`src/hw/rtl/sast_pkg.sv`:
```
package sast_pkg;

   localparam int CAPACITY = 1024;
   localparam int MAX_LIST = 16;
   localparam int IDX_W    = $clog2(CAPACITY);
   localparam int CNT_W    = IDX_W + 1;
   localparam int ADDR_W   = 16;
   localparam int KIND_W   = 2;
   localparam int ORD_W    = 10;
   localparam int MAXL_W   = 5;
   localparam int MCNT_W   = 11;
   localparam int N_W      = $clog2(MAX_LIST + 1);

   localparam logic [KIND_W-1:0] KIND_OTHER = 2'd0;

   typedef enum logic [1:0] {
      ACT_INSERT = 2'd0,
      ACT_LOOKUP = 2'd1,
      ACT_LIST   = 2'd2,
      ACT_CLEAR  = 2'd3
   } action_type;

   typedef struct packed {
      logic [ADDR_W-1:0] addr;
      logic [KIND_W-1:0] kind;
      logic [ORD_W-1:0]  ord;
   } entry_type;

   localparam int ENTRY_W = $bits(entry_type);

   typedef enum logic [1:0] {RD_MID, RD_SHIFT, RD_FIRST, RD_WALK} rd_sel_type;
   typedef enum logic {WR_SHIFT, WR_NEW} wr_sel_type;
   typedef enum logic [2:0] {
      OUT_ZERO, OUT_FULL, OUT_INSERT, OUT_LOOKUP, OUT_PEND, OUT_LIST_END
   } out_sel_type;

   typedef enum logic [3:0] {
      ST_IDLE, ST_SR_ISSUE, ST_SR_CMP, ST_SH_ISSUE, ST_SH_WR, ST_INS_WR,
      ST_LK_OUT, ST_WK_ISSUE, ST_WK_CHK, ST_WK_DONE, ST_CLEAR, ST_FULL
   } state_type;

   typedef struct packed {
      logic        req_load;
      logic        srch_init;
      logic        srch_step;
      logic        save_first;
      logic        rd_en;
      rd_sel_type  rd_sel;
      logic        shift_init;
      logic        shift_dec;
      logic        walk_init;
      logic        walk_step;
      logic        wr_en;
      wr_sel_type  wr_sel;
      logic        count_inc;
      logic        count_clr;
      logic        out_load;
      out_sel_type out_sel;
   } cmd_type;

   typedef struct packed {
      action_type action;
      logic       full;
      logic       srch_more;
      logic       srch_upper;
      logic       shift_more;
      logic       walk_more;
      logic       walk_hit;
      logic       walk_emit;
      logic       lk_hit;
      logic       out_free;
   } stat_type;

   function automatic logic [MCNT_W-1:0] sat_count(input logic [CNT_W-1:0] x);
      logic [MCNT_W-1:0] r;
      if (CNT_W > MCNT_W && x > CNT_W'({MCNT_W{1'b1}})) begin
         r = {MCNT_W{1'b1}};
      end else begin
         r = MCNT_W'(x);
      end
      return r;
   endfunction

endpackage

```
`src/hw/rtl/sast_ctrl.sv`:
```
module sast_ctrl import sast_pkg::*; (
   input  logic       clock,
   input  logic       reset,
   input  logic       req_valid,
   input  logic [1:0] req_action,
   output logic       req_stall,
   input  stat_type   stat,
   output cmd_type    cmd
);

   state_type state_ff, state_in;
   action_type req_act;

   assign req_act = action_type'(req_action);

   always_ff @(posedge clock) begin
      if (reset) begin
         state_ff <= ST_IDLE;
      end else begin
         state_ff <= state_in;
      end
   end

   always_comb begin
      state_in = state_ff;
      unique case (state_ff)
         ST_IDLE: begin
            if (req_valid) begin
               if (req_act == ACT_CLEAR) begin
                  state_in = ST_CLEAR;
               end else if (req_act == ACT_INSERT && stat.full) begin
                  state_in = ST_FULL;
               end else begin
                  state_in = ST_SR_ISSUE;
               end
            end
         end
         ST_SR_ISSUE: begin
            if (stat.srch_more) begin
               state_in = ST_SR_CMP;
            end else begin
               unique case (stat.action)
                  ACT_INSERT: state_in = ST_SH_ISSUE;
                  ACT_LIST:   state_in = ST_WK_ISSUE;
                  ACT_LOOKUP: state_in = stat.srch_upper ? ST_LK_OUT : ST_SR_ISSUE;
                  default:    state_in = ST_IDLE;
               endcase
            end
         end
         ST_SR_CMP:   state_in = ST_SR_ISSUE;
         ST_SH_ISSUE: state_in = stat.shift_more ? ST_SH_WR : ST_INS_WR;
         ST_SH_WR:    state_in = ST_SH_ISSUE;
         ST_INS_WR:   if (stat.out_free) state_in = ST_IDLE;
         ST_LK_OUT:   if (stat.out_free) state_in = ST_IDLE;
         ST_WK_ISSUE: state_in = stat.walk_more ? ST_WK_CHK : ST_WK_DONE;
         ST_WK_CHK: begin
            if (!stat.walk_hit) begin
               state_in = ST_WK_DONE;
            end else if (!(stat.walk_emit && !stat.out_free)) begin
               state_in = ST_WK_ISSUE;
            end
         end
         ST_WK_DONE:  if (stat.out_free) state_in = ST_IDLE;
         ST_CLEAR:    if (stat.out_free) state_in = ST_IDLE;
         ST_FULL:     if (stat.out_free) state_in = ST_IDLE;
         default:     state_in = ST_IDLE;
      endcase
   end

   always_comb begin
      cmd = '0;
      cmd.rd_sel  = RD_MID;
      cmd.wr_sel  = WR_SHIFT;
      cmd.out_sel = OUT_ZERO;
      req_stall = (state_ff != ST_IDLE);
      unique case (state_ff)
         ST_IDLE: cmd.req_load = req_valid;
         ST_SR_ISSUE: begin
            if (stat.srch_more) begin
               cmd.rd_en  = 1'b1;
               cmd.rd_sel = RD_MID;
            end else begin
               unique case (stat.action)
                  ACT_INSERT: cmd.shift_init = 1'b1;
                  ACT_LIST:   cmd.walk_init  = 1'b1;
                  ACT_LOOKUP: begin
                     if (!stat.srch_upper) begin
                        cmd.save_first = 1'b1;
                        cmd.srch_init  = 1'b1;
                     end else begin
                        cmd.rd_en  = stat.lk_hit;
                        cmd.rd_sel = RD_FIRST;
                     end
                  end
                  default: ;
               endcase
            end
         end
         ST_SR_CMP: cmd.srch_step = 1'b1;
         ST_SH_ISSUE: begin
            cmd.rd_en  = stat.shift_more;
            cmd.rd_sel = RD_SHIFT;
         end
         ST_SH_WR: begin
            cmd.wr_en     = 1'b1;
            cmd.wr_sel    = WR_SHIFT;
            cmd.shift_dec = 1'b1;
         end
         ST_INS_WR: begin
            cmd.wr_en     = stat.out_free;
            cmd.wr_sel    = WR_NEW;
            cmd.count_inc = stat.out_free;
            cmd.out_load  = stat.out_free;
            cmd.out_sel   = OUT_INSERT;
         end
         ST_LK_OUT: begin
            cmd.out_load = stat.out_free;
            cmd.out_sel  = OUT_LOOKUP;
         end
         ST_WK_ISSUE: begin
            cmd.rd_en  = stat.walk_more;
            cmd.rd_sel = RD_WALK;
         end
         ST_WK_CHK: begin
            if (stat.walk_hit && !(stat.walk_emit && !stat.out_free)) begin
               cmd.walk_step = 1'b1;
               cmd.out_load  = stat.walk_emit;
               cmd.out_sel   = OUT_PEND;
            end
         end
         ST_WK_DONE: begin
            cmd.out_load = stat.out_free;
            cmd.out_sel  = OUT_LIST_END;
         end
         ST_CLEAR: begin
            cmd.count_clr = stat.out_free;
            cmd.out_load  = stat.out_free;
            cmd.out_sel   = OUT_ZERO;
         end
         ST_FULL: begin
            cmd.out_load = stat.out_free;
            cmd.out_sel  = OUT_FULL;
         end
         default: ;
      endcase
   end

endmodule

```
`config.mk`:
```
export PLATFORM = sky130hd
export DESIGN_NAME = sast_ctrl
export DESIGN_NICKNAME = d
export VERILOG_FILES = /design/src/hw/rtl/sast_pkg.sv /design/src/hw/rtl/sast_ctrl.sv
export SDC_FILE = /design/constraint.sdc
export NUM_CORES = 1
export LEC_CHECK = 0
export ABC_CLOCK_PERIOD_IN_PS = 1500
export BUFFER_PORTS_ARGS = -buffer_cell sky130_fd_sc_hd__buf_4
export CORE_MARGIN = 4
export CORE_UTILIZATION = 38
export DETAILED_ROUTE_END_ITERATION = 12
export GPL_TIMING_DRIVEN = 0
export PLACE_DENSITY = 0.74
export SYNTH_ARGS = -nofsm -noshare
export SYNTH_HDL_FRONTEND = slang
export SYNTH_SLANG_ARGS = --single-unit
```
`constraint.sdc`:
```
create_clock -name clock -period 1.5 [get_ports clock]
set_input_delay 0.15 -clock clock [delete_from_list [all_inputs] [get_ports clock]]
set_output_delay 0.15 -clock clock [all_outputs]
set_load 0.05 [all_outputs]
```
==> flow_summary.json, run 1 <==
{
  "tritoncts.num_buffers": 3,
  "die_w_um": 48.6,
  "cts_max_level": 1,
  "worst_endpoint_kind": "top-level output",
  "place_hpwl_mm": 1.76,
  "synth_edf_count": 0,
  "root_buffer": "clkbuf_4",
  "stop_error": "[ERROR DPL-0033] detailed placement checks failed during check placement.",
  "synth_top_cell_area_share": 0.128,
  "yosys.cell_count.top_type": "nor2_1",
  "io_pins": 36,
  "die_y_um": 48.6,
  "synth_area_leaders": "dfxtp_1, nor2_1, nand2_1",
  "ys_async_sr_fraction": 0,
  "start_util": 0.411,
  "stop_stage": "global routing",
  "yosys-top-cells-count": "nor2_1, nand2_1, inv_1, nor3_1",
  "clock_sinks": 4,
  "crit_endpoint": "cmd[17]",
  "placementRows": 14,
  "routabilityCongestion": 0.834,
  "netlist_area_um2": 627,
  "yosysWarnings": 0,
  "ys_ff_latch": 4,
  "synth_fp_nets": 114,
  "syn_avg_cell_area_um2": 6.40,
  "synth_seq_area_share": 0.128,
  "syn_inst": 98,
  "grt_max_degree": 11,
  "antenna_found_initial": 0,
  "cts_buffer_depth": 2,
  "status": "aborted with a tool error",
  "synth_cell_types": 40,
  "ys.flop_type": "dfxtp_1",
  "io_buffers": 35,
  "yosysTopAreaCell": "dfxtp_1"
}
logic make-up after synthesis:
group	share of synthesized area
simple gates	0.387
compound gates	0.333
buf+inv	0.108
flops	0.128
xor+xnor	0.0279
mux	0.0160
what timing repair did:
action | CTS
resized for setup | 56
pin swaps | 12
setup endpoints to repair | 24
hold buffers | 0
buffers inserted | 18
per-stage QoR:
step                std cells  setup WS [ns]  cell area, um2  hold WS [ns]
floorplan                  98         -0.704             769         0.251
global placement          149         -0.370            1050         0.400
detailed placement        149         -0.389            1050         0.402
CTS                       169         -0.503            1430         0.149
==> run 2: changes to the inputs <==
==> config.mk (replaced) <==
export PLATFORM = sky130hd
export DESIGN_NAME = sast_ctrl
export DESIGN_NICKNAME = d
export VERILOG_FILES = /design/src/hw/rtl/sast_pkg.sv /design/src/hw/rtl/sast_ctrl.sv
export SDC_FILE = /design/constraint.sdc
export NUM_CORES = 1
export LEC_CHECK = 0
export ABC_CLOCK_PERIOD_IN_PS = 1950
export BUFFER_PORTS_ARGS = -buffer_cell sky130_fd_sc_hd__buf_4
export CORE_AREA = 4 4 65 67
export DETAILED_ROUTE_END_ITERATION = 12
export DIE_AREA = 0 0 69 71
export GPL_TIMING_DRIVEN = 0
export PLACE_DENSITY_LB_ADDON = 0.15
export SYNTH_ARGS = -nofsm -noshare
export SYNTH_HDL_FRONTEND = slang
export SYNTH_SLANG_ARGS = --single-unit
==> constraint.sdc (replaced) <==
create_clock -name clock -period 1.95 [get_ports clock]
set_input_delay 0.195 -clock clock [delete_from_list [all_inputs] [get_ports clock]]
set_output_delay 0.195 -clock clock [all_outputs]
set_load 0.05 [all_outputs]
==> flow_summary.json, run 2 <==
{
  "die_y_um": 71,
  "final_max_slew_viol_count": 0,
  "dp.cells": 181,
  "top_register": "state_ff",
  "vias": 880,
  "diodes": 0,
  "antenna_found_initial": 0,
  "crit_slowest_cell": "or3_4",
  "crit_arrival_ns": 1.82,
  "status": "complete, but fails checks",
  "die-area_um2": 4900,
  "path_cells": "or2_4 > or3_4 > nor4_4 > buf_4 > buf_8",
  "place_hpwl_mm": 1.99,
  "violations": "setup timing",
  "grt_pass1_vias": 922,
  "fillers": 424,
  "synth_seq_area_share": 0.128,
  "design_area_um2": 1150,
  "min_path_cells": 2,
  "slew_headroom": 0.730,
  "r2r_cells": 6,
  "routabilityCongestion": 0.836,
  "drt_first_pass_iters": 4,
  "start_util": 0.173,
  "antenna_left": 0,
  "cp.buffers_inverters": 2,
  "overflow": 0,
  "clkSlewWorstSetupHoldPaths_ns": 0.03,
  "syn_inst": 98,
  "setup_ws_ns": -0.0687,
  "initialDrtViolationCount": 47,
  "synth_cell_types": 40,
  "synth_top_cell_area_share": 0.128,
  "pre_cts_slack_ns": 0.0322,
  "path_max_fanout": 5,
  "cp_top_family": "simple AND/OR/NAND/NOR gates",
  "ys_async_sr_fraction": 0,
  "largest_register_ffs": 4,
  "final_cell_mix": "buf_4, nor2_1, nand2_1",
  "top_regs": "state_ff: 4 flops",
  "post-route-util": 0.316,
  "io_buffers": 35,
  "setup_tns_ns": -0.135,
  "worstMarginPinSlew_ns": 0.400,
  "grt_pass1_wl_mm": 4.40,
  "ys_ff_latch": 4,
  "die_w_um": 69,
  "synth_area_leaders": "dfxtp_1, nor2_1, nand2_1",
  "peakVddDrop_v": 0.000656,
  "rsz0062_at_grt": "yes",
  "ys.flop_type": "dfxtp_1",
  "drc": 0,
  "worstSetupPathType": "reg2out",
  "clock_sinks": 4,
  "fin_cells": 187,
  "synth_edf_count": 0,
  "fmax_ghz": 0.495,
  "cts_max_level": 1,
  "grt_max_degree": 11,
  "drt-vias-per-instance": 4.71,
  "yosys.cell_count.top_type": "nor2_1",
  "path_depth": 5,
  "netlist_area_um2": 627,
  "power_leakage_nw": 0.491,
  "cts_tree": "done",
  "fin_nets": 157,
  "powerDensity_nw_per_um2": 1220,
  "cts_buffer_depth": 2,
  "io_pins": 36,
  "grt_usage": 0.106,
  "cpPeakStageDelay_ns": 0.43,
  "yosys-top-cells-count": "nor2_1, nand2_1, inv_1, nor3_1",
  "clk_latency_ns": 0.21,
  "syn_avg_cell_area_um2": 6.40,
  "crit_path_start_kind": "flop",
  "min_path_type": "in2reg",
  "synthToLayoutAreaGrowth_pct": 83.4,
  "maxCapViolations": 0,
  "finalSetupViolCount": 2,
  "core_um2": 3630,
  "root_buffer": "clkbuf_8",
  "fin_skew_ns": 0.00179,
  "dpl_cell_area_um2": 1020,
  "totalWireLength_mm": 2.49,
  "yosysWarnings": 0,
  "synth_fp_nets": 114,
  "critPathCaptureType": "primary output",
  "holdWs_ns": 0.236,
  "finalPower_mw": 1.40,
  "fin_crit_ns": 2.02,
  "min_period_over_period": 1.04,
  "yosysTopAreaCell": "dfxtp_1",
  "wl_per_cell_um": 13.3,
  "placementRows": 22,
  "layout-drive-gt1-share": 0.496,
  "required_ns": 1.75,
  "mostFrequentLayoutCell": "buf_4",
  "tritoncts.num_buffers": 3,
  "finalHoldViolCount": 0
}
-- run 2: area by class of cell --
cell class,instances,area (um2),area share
buffer,5,28.8,0.0250
clock buffer,3,41.3,0.0359
inverter,6,22.5,0.0196
multi-input combinational,80,584,0.508
sequential,4,82.6,0.0718
tap,48,60.1,0.0522
timing repair buffer,41,330,0.287
-- run 2: path summary, 6_finish.rpt --
check	start	endpoint	slack (ns)
min reg2reg	state_ff[0]$_SDFFE_PP0P_	state_ff[0]$_SDFFE_PP0P_	0.75
min	reset	state_ff[2]$_SDFFE_PP0P_	0.24
max	state_ff[2]$_SDFFE_PP0P_	cmd[15]	-0.07
max reg2reg	state_ff[0]$_SDFFE_PP0P_	state_ff[1]$_SDFFE_PP0P_	0.25
-- run 2: per-layer routing --
metal | track usage | vias up | wire, um
met4 | 0.0304 | 0 | 7
li1 | - | 440 | -
met2 | 0.168 | 27 | 1150
met3 | 0.0199 | 2 | 119
met5 | 0 | - | 0
met1 | 0.146 | 411 | 1210
-- run 2: cell families after synthesis --
group           synth area share
compound gates             0.333
simple gates               0.387
flops                      0.128
buf+inv                    0.108
mux                       0.0160
xor+xnor                  0.0279
-- run 2: where the power goes --
| part | leakage (nW) | switching [mW] | internal, mW |
|---|---|---|---|
| sequential | 0.0336 | 0.0305 | 0.112 |
| combinational | 0.436 | 0.691 | 0.399 |
| clock | 0.0216 | 0.0386 | 0.131 |
| total | 0.491 | 0.761 | 0.642 |
-- run 2: repair_timing --
action,CTS,global route
resized for setup,12,8
pin swaps,0,4
setup endpoints to repair,7,8
hold buffers,0,0
cloned,0,0
buffers inserted,5,1
Note: power is estimated with default switching activity, not from simulation.
